[config.mk]
export PLATFORM = sky130hd
export DESIGN_NAME = xor_frame_receiver_core
export DESIGN_NICKNAME = d
export VERILOG_FILES = /design/src/rtl/xfr_pkg.sv /design/src/rtl/xfr_parser.sv /design/src/rtl/xfr_frame_ram.sv /design/src/rtl/xor_frame_receiver_core.sv
export SDC_FILE = /design/constraint.sdc
export NUM_CORES = 2
export LEC_CHECK = 0
export BUFFER_PORTS_ARGS = -buffer_cell sky130_fd_sc_hd__clkbuf_2
export CORE_ASPECT_RATIO = 1.75
export CORE_MARGIN = 5
export CORE_UTILIZATION = 40
export CTS_CLUSTER_SIZE = 20
export DETAILED_ROUTE_END_ITERATION = 6
export SETUP_SLACK_MARGIN = 0.02
export SKIP_CTS_REPAIR_TIMING = 1
export SYNTH_ARGS = -nofsm -noshare
export SYNTH_HDL_FRONTEND = slang
export SYNTH_SLANG_ARGS = --single-unit
[constraint.sdc]
create_clock -name clk -period 2.9 [get_ports clk]
set_clock_uncertainty 0.1 [all_clocks]
set_input_delay 0.58 -clock clk [delete_from_list [all_inputs] [get_ports clk]]
set_output_delay 0.58 -clock clk [all_outputs]
set_load 0.05 [all_outputs]
[src/rtl/xfr_pkg.sv]
`timescale 1ns / 1ps

package xfr_pkg;

	// Default buffer depth of one frame bank
	localparam int unsigned FRAME_DEPTH_DEF = 256;

	// Protocol bytes
	localparam logic [7:0] HDR_FIRST  = 8'h3A;
	localparam logic [7:0] HDR_SECOND = 8'h5C;
	localparam logic [7:0] LINK_REQ   = 8'h66;
	localparam logic [7:0] LINK_ACK   = 8'h99;

	// Request kinds carried in s_tuser
	localparam logic CMD_RX   = 1'b0;
	localparam logic CMD_READ = 1'b1;

	// Parser phases
	typedef enum logic [1:0] {
		PH_HUNT = 2'd0,
		PH_HDR2 = 2'd1,
		PH_LEN  = 2'd2,
		PH_BODY = 2'd3
	} phase_t;

	// Frame event codes
	typedef enum logic [1:0] {
		EV_NONE     = 2'd0,
		EV_ACCEPT   = 2'd1,
		EV_BAD_SUM  = 2'd2,
		EV_ZERO_LEN = 2'd3
	} frame_ev_t;

	// Parser status after one request
	typedef struct packed {
		logic       reply;
		frame_ev_t  ev;
		logic       linked;
		phase_t     phase;
		logic [7:0] clen;
		logic       bank;
	} par_res_t;

	// Buffer write port
	typedef struct packed {
		logic       en;
		logic       bank;
		logic [7:0] idx;
		logic [7:0] data;
	} mem_wr_t;

endpackage

[src/rtl/xfr_parser.sv]
`timescale 1ns / 1ps

module xfr_parser #(
	parameter int unsigned FRAME_DEPTH = xfr_pkg::FRAME_DEPTH_DEF
) (
	input  logic              clk,
	input  logic              arst_n,
	input  logic              en,
	input  logic [7:0]        rx_byte,
	output xfr_pkg::par_res_t res,
	output xfr_pkg::mem_wr_t  wr
);

	logic             link_q, link_d;
	xfr_pkg::phase_t  phase_q, phase_d;
	logic [7:0]       exp_len_q, exp_len_d;
	logic [7:0]       cnt_q, cnt_d;
	logic [7:0]       xor_q, xor_d;
	logic             bank_q, bank_d;
	logic [7:0]       clen_q, clen_d;
	logic             in_body;
	logic             sum_ok;
	logic             store_ok;

	assign in_body  = cnt_q < exp_len_q;
	assign sum_ok   = xor_q == rx_byte;
	assign store_ok = {1'b0, cnt_q} < 9'(FRAME_DEPTH);

	// Next state
	always_comb begin
		link_d    = link_q;
		phase_d   = phase_q;
		exp_len_d = exp_len_q;
		cnt_d     = cnt_q;
		xor_d     = xor_q;
		bank_d    = bank_q;
		clen_d    = clen_q;
		if (en && !link_q) begin
			if (rx_byte == xfr_pkg::LINK_REQ) begin
				link_d = 1'b1;
			end
		end else if (en) begin
			unique case (phase_q)
				xfr_pkg::PH_HUNT: begin
					if (rx_byte == xfr_pkg::HDR_FIRST) begin
						phase_d = xfr_pkg::PH_HDR2;
					end
				end
				xfr_pkg::PH_HDR2: begin
					phase_d = (rx_byte == xfr_pkg::HDR_SECOND) ? xfr_pkg::PH_LEN
						: xfr_pkg::PH_HUNT;
				end
				xfr_pkg::PH_LEN: begin
					cnt_d = 8'd0;
					xor_d = 8'd0;
					if (rx_byte == 8'd0) begin
						exp_len_d = 8'd0;
						phase_d   = xfr_pkg::PH_HUNT;
					end else begin
						exp_len_d = rx_byte;
						phase_d   = xfr_pkg::PH_BODY;
					end
				end
				xfr_pkg::PH_BODY: begin
					if (in_body) begin
						xor_d = xor_q ^ rx_byte;
						cnt_d = cnt_q + 8'd1;
					end else begin
						if (sum_ok) begin
							bank_d = ~bank_q;
							clen_d = exp_len_q;
						end
						phase_d   = xfr_pkg::PH_HUNT;
						exp_len_d = 8'd0;
						cnt_d     = 8'd0;
						xor_d     = 8'd0;
					end
				end
				default: phase_d = xfr_pkg::PH_HUNT;
			endcase
		end
	end

	// Outputs: link reply, frame event and buffer write
	always_comb begin
		res.reply  = 1'b0;
		res.ev     = xfr_pkg::EV_NONE;
		res.linked = link_d;
		res.phase  = phase_d;
		res.clen   = clen_d;
		res.bank   = bank_q;
		wr.en      = 1'b0;
		wr.bank    = ~bank_q;
		wr.idx     = cnt_q;
		wr.data    = rx_byte;
		if (en && !link_q) begin
			res.reply = rx_byte == xfr_pkg::LINK_REQ;
		end else if (en) begin
			unique case (phase_q)
				xfr_pkg::PH_LEN: begin
					if (rx_byte == 8'd0) begin
						res.ev = xfr_pkg::EV_ZERO_LEN;
					end
				end
				xfr_pkg::PH_BODY: begin
					if (in_body) begin
						wr.en = store_ok;
					end else begin
						res.ev = sum_ok ? xfr_pkg::EV_ACCEPT : xfr_pkg::EV_BAD_SUM;
					end
				end
				default: res.ev = xfr_pkg::EV_NONE;
			endcase
		end
	end

	// State registers
	always_ff @(posedge clk or negedge arst_n) begin
		if (!arst_n) begin
			link_q    <= 1'b0;
			phase_q   <= xfr_pkg::PH_HUNT;
			exp_len_q <= 8'd0;
			cnt_q     <= 8'd0;
			xor_q     <= 8'd0;
			bank_q    <= 1'b0;
			clen_q    <= 8'd0;
		end else begin
			link_q    <= link_d;
			phase_q   <= phase_d;
			exp_len_q <= exp_len_d;
			cnt_q     <= cnt_d;
			xor_q     <= xor_d;
			bank_q    <= bank_d;
			clen_q    <= clen_d;
		end
	end

endmodule

[src/rtl/xfr_frame_ram.sv]
`timescale 1ns / 1ps

module xfr_frame_ram #(
	parameter int unsigned FRAME_DEPTH = xfr_pkg::FRAME_DEPTH_DEF
) (
	input  logic             clk,
	input  xfr_pkg::mem_wr_t wr,
	input  logic             rd_en,
	input  logic             rd_bank,
	input  logic [7:0]       rd_idx,
	output logic [7:0]       rd_data
);

	localparam int unsigned IDX_W  = (FRAME_DEPTH > 1) ? $clog2(FRAME_DEPTH) : 1;
	localparam int unsigned DEPTH  = 2 * FRAME_DEPTH;
	localparam int unsigned ADDR_W = $clog2(DEPTH);

	logic [7:0]        mem [DEPTH];
	logic [7:0]        rd_data_q;
	logic [ADDR_W-1:0] wr_addr;
	logic [ADDR_W-1:0] rd_addr;

	// Bank one sits above bank zero
	assign wr_addr = wr.bank ? ADDR_W'(FRAME_DEPTH) + ADDR_W'(wr.idx[IDX_W-1:0])
		: ADDR_W'(wr.idx[IDX_W-1:0]);
	assign rd_addr = rd_bank ? ADDR_W'(FRAME_DEPTH) + ADDR_W'(rd_idx[IDX_W-1:0])
		: ADDR_W'(rd_idx[IDX_W-1:0]);

	// Write port
	always_ff @(posedge clk) begin
		if (wr.en) begin
			mem[wr_addr] <= wr.data;
		end
	end

	// Registered read port, holds while idle
	always_ff @(posedge clk) begin
		if (rd_en) begin
			rd_data_q <= mem[rd_addr];
		end
	end

	assign rd_data = rd_data_q;

endmodule

[src/rtl/xor_frame_receiver_core.sv]
`timescale 1ns / 1ps

// Frame receiver with link handshake.
// Slave channel: one request per beat. s_tuser selects the kind: a received
// serial byte (rx_byte) or a read of one byte of the committed frame
// (read_index). Master channel: exactly one result per request, in order,
// carrying link reply, frame event, committed length, read data, link flag
// and parser phase.
// A result passes through the buffer read register, then the output register,
// before it shows on m_tvalid.
// One request per cycle while m_tready does not stall the output, set by the
// single write and read ports of the frame buffer; parser state is registered.
// Received payload bytes go straight into the fill bank, so a read never
// overlaps a pending write to the same entry.
// Reset clears link, parser, bank select and committed length; buffer
// contents stay undefined until written.
// When m_tready is low the output register and the buffer read stage hold;
// s_tready drops once both are full and rises in the cycle the output
// is taken.
module xor_frame_receiver_core #(
	parameter int unsigned FRAME_DEPTH = xfr_pkg::FRAME_DEPTH_DEF
) (
	input  logic        clk,
	input  logic        arst_n,
	input  logic        s_tvalid,
	output logic        s_tready,
	input  logic [15:0] s_tdata,   // rx_byte[7:0], read_index[15:8]
	input  logic        s_tuser,   // cmd
	output logic        m_tvalid,
	input  logic        m_tready,
	// reply_valid[0], reply_byte[8:1], frame_event[10:9],
	// committed_length[18:11], read_data[26:19], linked[27],
	// parse_phase[29:28], zero[31:30]
	output logic [31:0] m_tdata
);

	logic              s_acc;
	logic              rx_en;
	logic              rd_en;
	logic              adv_s1;
	logic              rd_oob;
	logic [7:0]        rd_data;
	logic [7:0]        read_data;
	xfr_pkg::par_res_t res;
	xfr_pkg::mem_wr_t  wr;

	logic              valid_s1;
	logic              cmd_s1;
	logic              oob_s1;
	xfr_pkg::par_res_t res_s1;

	logic              out_valid_q;
	logic [31:0]       out_data_q;

	// Handshake
	assign adv_s1   = valid_s1 && (!out_valid_q || m_tready);
	assign s_tready = !valid_s1 || adv_s1;
	assign s_acc    = s_tvalid && s_tready;
	assign rx_en    = s_acc && (s_tuser == xfr_pkg::CMD_RX);
	assign rd_en    = s_acc && (s_tuser == xfr_pkg::CMD_READ);
	assign rd_oob   = {1'b0, s_tdata[15:8]} >= 9'(FRAME_DEPTH);

	xfr_parser #(
		.FRAME_DEPTH(FRAME_DEPTH)
	) u_parser (
		.clk    (clk),
		.arst_n (arst_n),
		.en     (rx_en),
		.rx_byte(s_tdata[7:0]),
		.res    (res),
		.wr     (wr)
	);

	xfr_frame_ram #(
		.FRAME_DEPTH(FRAME_DEPTH)
	) u_ram (
		.clk    (clk),
		.wr     (wr),
		.rd_en  (rd_en),
		.rd_bank(res.bank),
		.rd_idx (s_tdata[15:8]),
		.rd_data(rd_data)
	);

	// Stage 1: parser status alongside buffer read
	always_ff @(posedge clk or negedge arst_n) begin
		if (!arst_n) begin
			valid_s1 <= 1'b0;
		end else if (s_tready) begin
			valid_s1 <= s_tvalid;
		end
	end

	always_ff @(posedge clk) begin
		if (s_acc) begin
			cmd_s1 <= s_tuser;
			oob_s1 <= rd_oob;
			res_s1 <= res;
		end
	end

	assign read_data = (cmd_s1 == xfr_pkg::CMD_READ && !oob_s1) ? rd_data : 8'd0;

	// Output register
	always_ff @(posedge clk or negedge arst_n) begin
		if (!arst_n) begin
			out_valid_q <= 1'b0;
		end else if (!out_valid_q || m_tready) begin
			out_valid_q <= valid_s1;
		end
	end

	always_ff @(posedge clk) begin
		if (adv_s1) begin
			out_data_q <= {2'b00, res_s1.phase, res_s1.linked, read_data, res_s1.clen,
				res_s1.ev, res_s1.reply ? xfr_pkg::LINK_ACK : 8'd0, res_s1.reply};
		end
	end

	assign m_tvalid = out_valid_q;
	assign m_tdata  = out_data_q;

	// Full pipe with a stalled receiver must refuse requests
	a_stall_blocks: assert property (@(posedge clk) disable iff (!arst_n)
		(valid_s1 && out_valid_q && !m_tready) |-> !s_tready)
		else $error("request taken while pipe is full");

	// A link reply only comes with the link set and no frame event
	a_reply_linked: assert property (@(posedge clk) disable iff (!arst_n)
		(valid_s1 && res_s1.reply) |-> (res_s1.linked && res_s1.ev == xfr_pkg::EV_NONE))
		else $error("link reply without link");

	// Any frame event leaves the parser hunting
	a_event_hunt: assert property (@(posedge clk) disable iff (!arst_n)
		(valid_s1 && res_s1.ev != xfr_pkg::EV_NONE) |-> (res_s1.phase == xfr_pkg::PH_HUNT))
		else $error("frame event with parser mid-frame");

	// Buffer writes never hit the committed bank
	a_fill_bank: assert property (@(posedge clk) disable iff (!arst_n)
		wr.en |-> (wr.bank != res.bank))
		else $error("write into committed bank");

endmodule
==> impl_metrics.tcl <==
set metrics [dict create \
    setup_tns_ns -853.31 \
    place_congestion 0.856 \
    fin_crit_ns 3.35 \
    reg2reg_depth 9 \
    totalWireLength_um 448000 \
    synth_area_leaders "edfxtp_1 77%, mux4_2 14%, nor2_1 1.8%" \
    cp_max_fo 14 \
    met2_usage 0.390 \
    syn2layout_area_growth_pct 17.7 \
    endpoint_kind "flip-flop" \
    crit_required_ns 3.48 \
    crit_path_start_kind "primary input" \
    drc 0 \
    relSlewSlack 0.254 \
    first_global_vias 85512 \
    powerDensity_nw_per_um2 642 \
    die_w_um 491 \
    pwr-share-comb 0.064 \
    h-tree-depth 5 \
    die_y_um 853 \
    clockBufferDepth 4 \
    placed_cell_area_um2 179000 \
    r2r-end "u_ram.mem[311][3]$_DFFE_PP_" \
    fmaxAchievable_mhz 299 \
    postSynthCellCount 7613 \
    finalSetupViolCount 3127 \
    multi_input_area_um2 35900 \
    grt_pass1_wl_um 635000 \
    vias 81183 \
    p_seq_frac 0.542 \
    crit_type "in -> reg" \
    drt-pass1-iter-count 6 \
    die_area_um2 419000 \
    layout.nets 8737 \
    antenna_found_initial 18 \
    async_flop_share 0.00909 \
    worst_pin_slew_ns 1.12 \
    met3_usage 0.0250 \
    rows 309 \
    clockRootBuffer "clkbuf_16" \
    grt.busiest_layer "met2" \
    grt_max_degree 152 \
    gr-total-overflow 0 \
    ys_seq_elements 4179 \
    power_leakage_nw 60.5 \
    io_buffers 48 \
    cts_buffers 352 \
    drive_above_1_share 0.346 \
    io_pins 55 \
    core_um2 404000 \
    drtIter0Drc 7691 \
    cts_sinks 4179 \
    viasPerCell 5.69 \
    cts_tree "built" \
    final_max_slew_viol_count 0 \
    fin_crit_sh 1.15 \
    ant_nets 0 \
    swShare 0.218 \
    hpwl_um 294000 \
    hp-class "in -> async" \
    postSynthAreaPerCell_um2 21.3 \
    initial_core_util 0.401 \
    synthesis.area_um2 162000 \
    crit_arrival_ns 3.92 \
    cap_violations 0 \
    track_usage 0.209 \
    fillCellCount 33020 \
    critPathCapture "u_ram.rd_data[2]$_DFFE_PP_" \
    intPower_w 0.0959 \
    violations "negative setup slack" \
    yosysUniqueCellTypes 53 \
    hold_viol 0 \
    reg2reg_slack_ns -0.40 \
    cp-startpoint "s_tdata[9]" \
    synth_edf_count 4141 \
    vdd_drop_max_mv 0.589 \
    seq_area_um2 125000 \
    clkPwrFrac 0.393 \
    clkLatencyLatePin_ns 0.93 \
    synth_top_area_frac 0.766 \
    total_power_w 0.123 \
    seq_area_frac_synth 0.772 \
    synth_top_flop_cell "edfxtp_1" \
    rsz0062_at_grt "true" \
    r2r-start "u_parser.cnt_q[1]$_DFFE_PN0P_" \
    synth_area_leader_cell "edfxtp_1" \
    cts.clk_slew.worst_paths_ns 0.06 \
    yosys_warnings 0 \
    switchingPower_w 0.0267 \
    use_met1 0.238 \
    wl_per_cell_um 31.4 \
    outcome "complete, but fails checks" \
    setup_ws_ns -0.447 \
    final_area_um2 191000 \
]
==> registers in the layout, summed over array words and instances (netlist names) <==
| name | flops |
|---|---|
| u_parser.bank_q | 1 |
| m_tdata | 22 |
| u_parser.exp_len_q | 8 |
| cmd_s1 | 1 |
| u_parser.clen_q | 8 |
| valid_s1 | 1 |
| u_parser.xor_q | 8 |
| m_tvalid | 1 |
| u_parser.link_q | 1 |
| res_s1 | 14 |
| u_parser.cnt_q | 8 |
| u_ram.rd_data | 8 |
| u_parser.phase_q | 2 |
| u_ram.mem | 4096 |
==> cell usage in the layout, fill, tap and decap left out, types with 11 or more instances in the layout <==
master | synthesis | routed
nor2_1 | 782 | 608
clkbuf_16 | 0 | 358
nand2_4 | 0 | 14
clkinv_2 | 0 | 50
edfxtp_1 | 4141 | 4141
nand2b_1 | 17 | 14
inv_1 | 12 | 12
nor2_2 | 0 | 25
clkinvlp_4 | 0 | 19
nor4_1 | 13 | 13
nand3_1 | 49 | 41
ha_1 | 11 | 11
clkbuf_1 | 181 | 73
mux2_2 | 143 | 143
dfrtp_1 | 38 | 37
nand4_1 | 18 | 18
buf_12 | 0 | 199
clkbuf_2 | 0 | 35
o22ai_1 | 116 | 116
buf_6 | 26 | 47
and3_1 | 17 | 17
mux4_2 | 1024 | 1024
buf_8 | 1 | 12
or3_4 | 10 | 27
o21ai_0 | 138 | 138
bufinv_16 | 0 | 42
o221ai_1 | 102 | 102
nor2_4 | 0 | 149
and2_1 | 14 | 11
buf_4 | 97 | 908
nand2_1 | 68 | 53
a21oi_1 | 142 | 141
nor3_1 | 18 | 18
clkinv_1 | 0 | 61
mux2i_1 | 144 | 144
inv_6 | 0 | 13
==> power by group through the flow <==
stage	registers [W]	clock network, W	logic, W
floorplan	0.0678	0	0.00344
global placement	0.0678	0	0.00776
detailed placement	0.0678	0	0.00783
CTS	0.0665	0.0490	0.00785
global route	0.0664	0.0514	0.00818
finish	0.0665	0.0482	0.00788
==> layer usage <==
layer | vias up | wire, µm
met5 | - | 13
li1 | 33757 | -
met2 | 3131 | 245000
met4 | 2 | 24300
met1 | 43500 | 155000
met3 | 793 | 24000
==> worst max-delay path, stage by stage <==
cell      delay [ns]
buf_8           0.21
buf_4           0.35
buf_4           0.35
buf_4           0.21
mux4_2          0.32
mux2_2          0.28
o221ai_1        0.81
nand4_1         0.37
nor2_1          0.28
nor4_1          0.09
==> synth_stat cells, types with 49 or more instances <==
| library cell | count |
|---|---|
| a21oi_1 | 142 |
| buf_2 | 156 |
| buf_4 | 97 |
| clkbuf_1 | 181 |
| edfxtp_1 | 4141 |
| mux2_2 | 143 |
| mux2i_1 | 144 |
| mux4_2 | 1024 |
| nand2_1 | 68 |
| nand3_1 | 49 |
| nor2_1 | 782 |
| o21ai_0 | 138 |
| o221ai_1 | 102 |
| o22ai_1 | 116 |
==> worst min path at each step <==
stage	slack, ns	end	depth (start not counted)
after floorplan	0.18	m_tvalid$_DFFE_PN0P_	0
after detailed placement	0.31	m_tdata[17]$_DFFE_PP_	0
final	0.02	u_parser.clen_q[1]$_DFF_PN0_	2
after global routing	0.02	u_ram.rd_data[6]$_DFFE_PP_	2
after CTS	-0.57	valid_s1$_DFFE_PN0N_	1
after global placement	0.32	m_tdata[12]$_DFFE_PP_	0
==> per-stage QoR <==
| step | setup slack (ns) | utilization | cells | hold WS, ns |
|---|---|---|---|---|
| floorplan | -0.282 | - | 7618 | 0.184 |
| global placement | -1.35 | 0.442 | 13605 | 0.319 |
| detailed placement | -1.29 | 0.442 | 13605 | 0.307 |
| CTS | -0.607 | 0.470 | 14237 | -0.573 |
| global route | -0.455 | 0.472 | 14274 | 0.0245 |
| finish | -0.447 | 0.472 | 14275 | 0.0218 |
==> kinds of logic after synthesis <==
kind of cell / share of synthesized area
other cells: 0.0000231
simple gates: 0.0272
mux: 0.161
fa+ha+maj: 0.000848
xor+xnor: 0.000486
compound gates: 0.0222
flops: 0.772
buf+inv: 0.0161
==> area by class of cell <==
cell class	count	area share
Inverter	12	0.000236
Sequential cell	4179	0.656
Timing Repair Buffer	1207	0.0615
Tap cell	5287	0.0346
Clock buffer	433	0.0485
Clock inverter	199	0.0114
Antenna cell	5	0.0000655
Multi-Input combinational cell	2953	0.188
(Power assumes the default switching activity.)
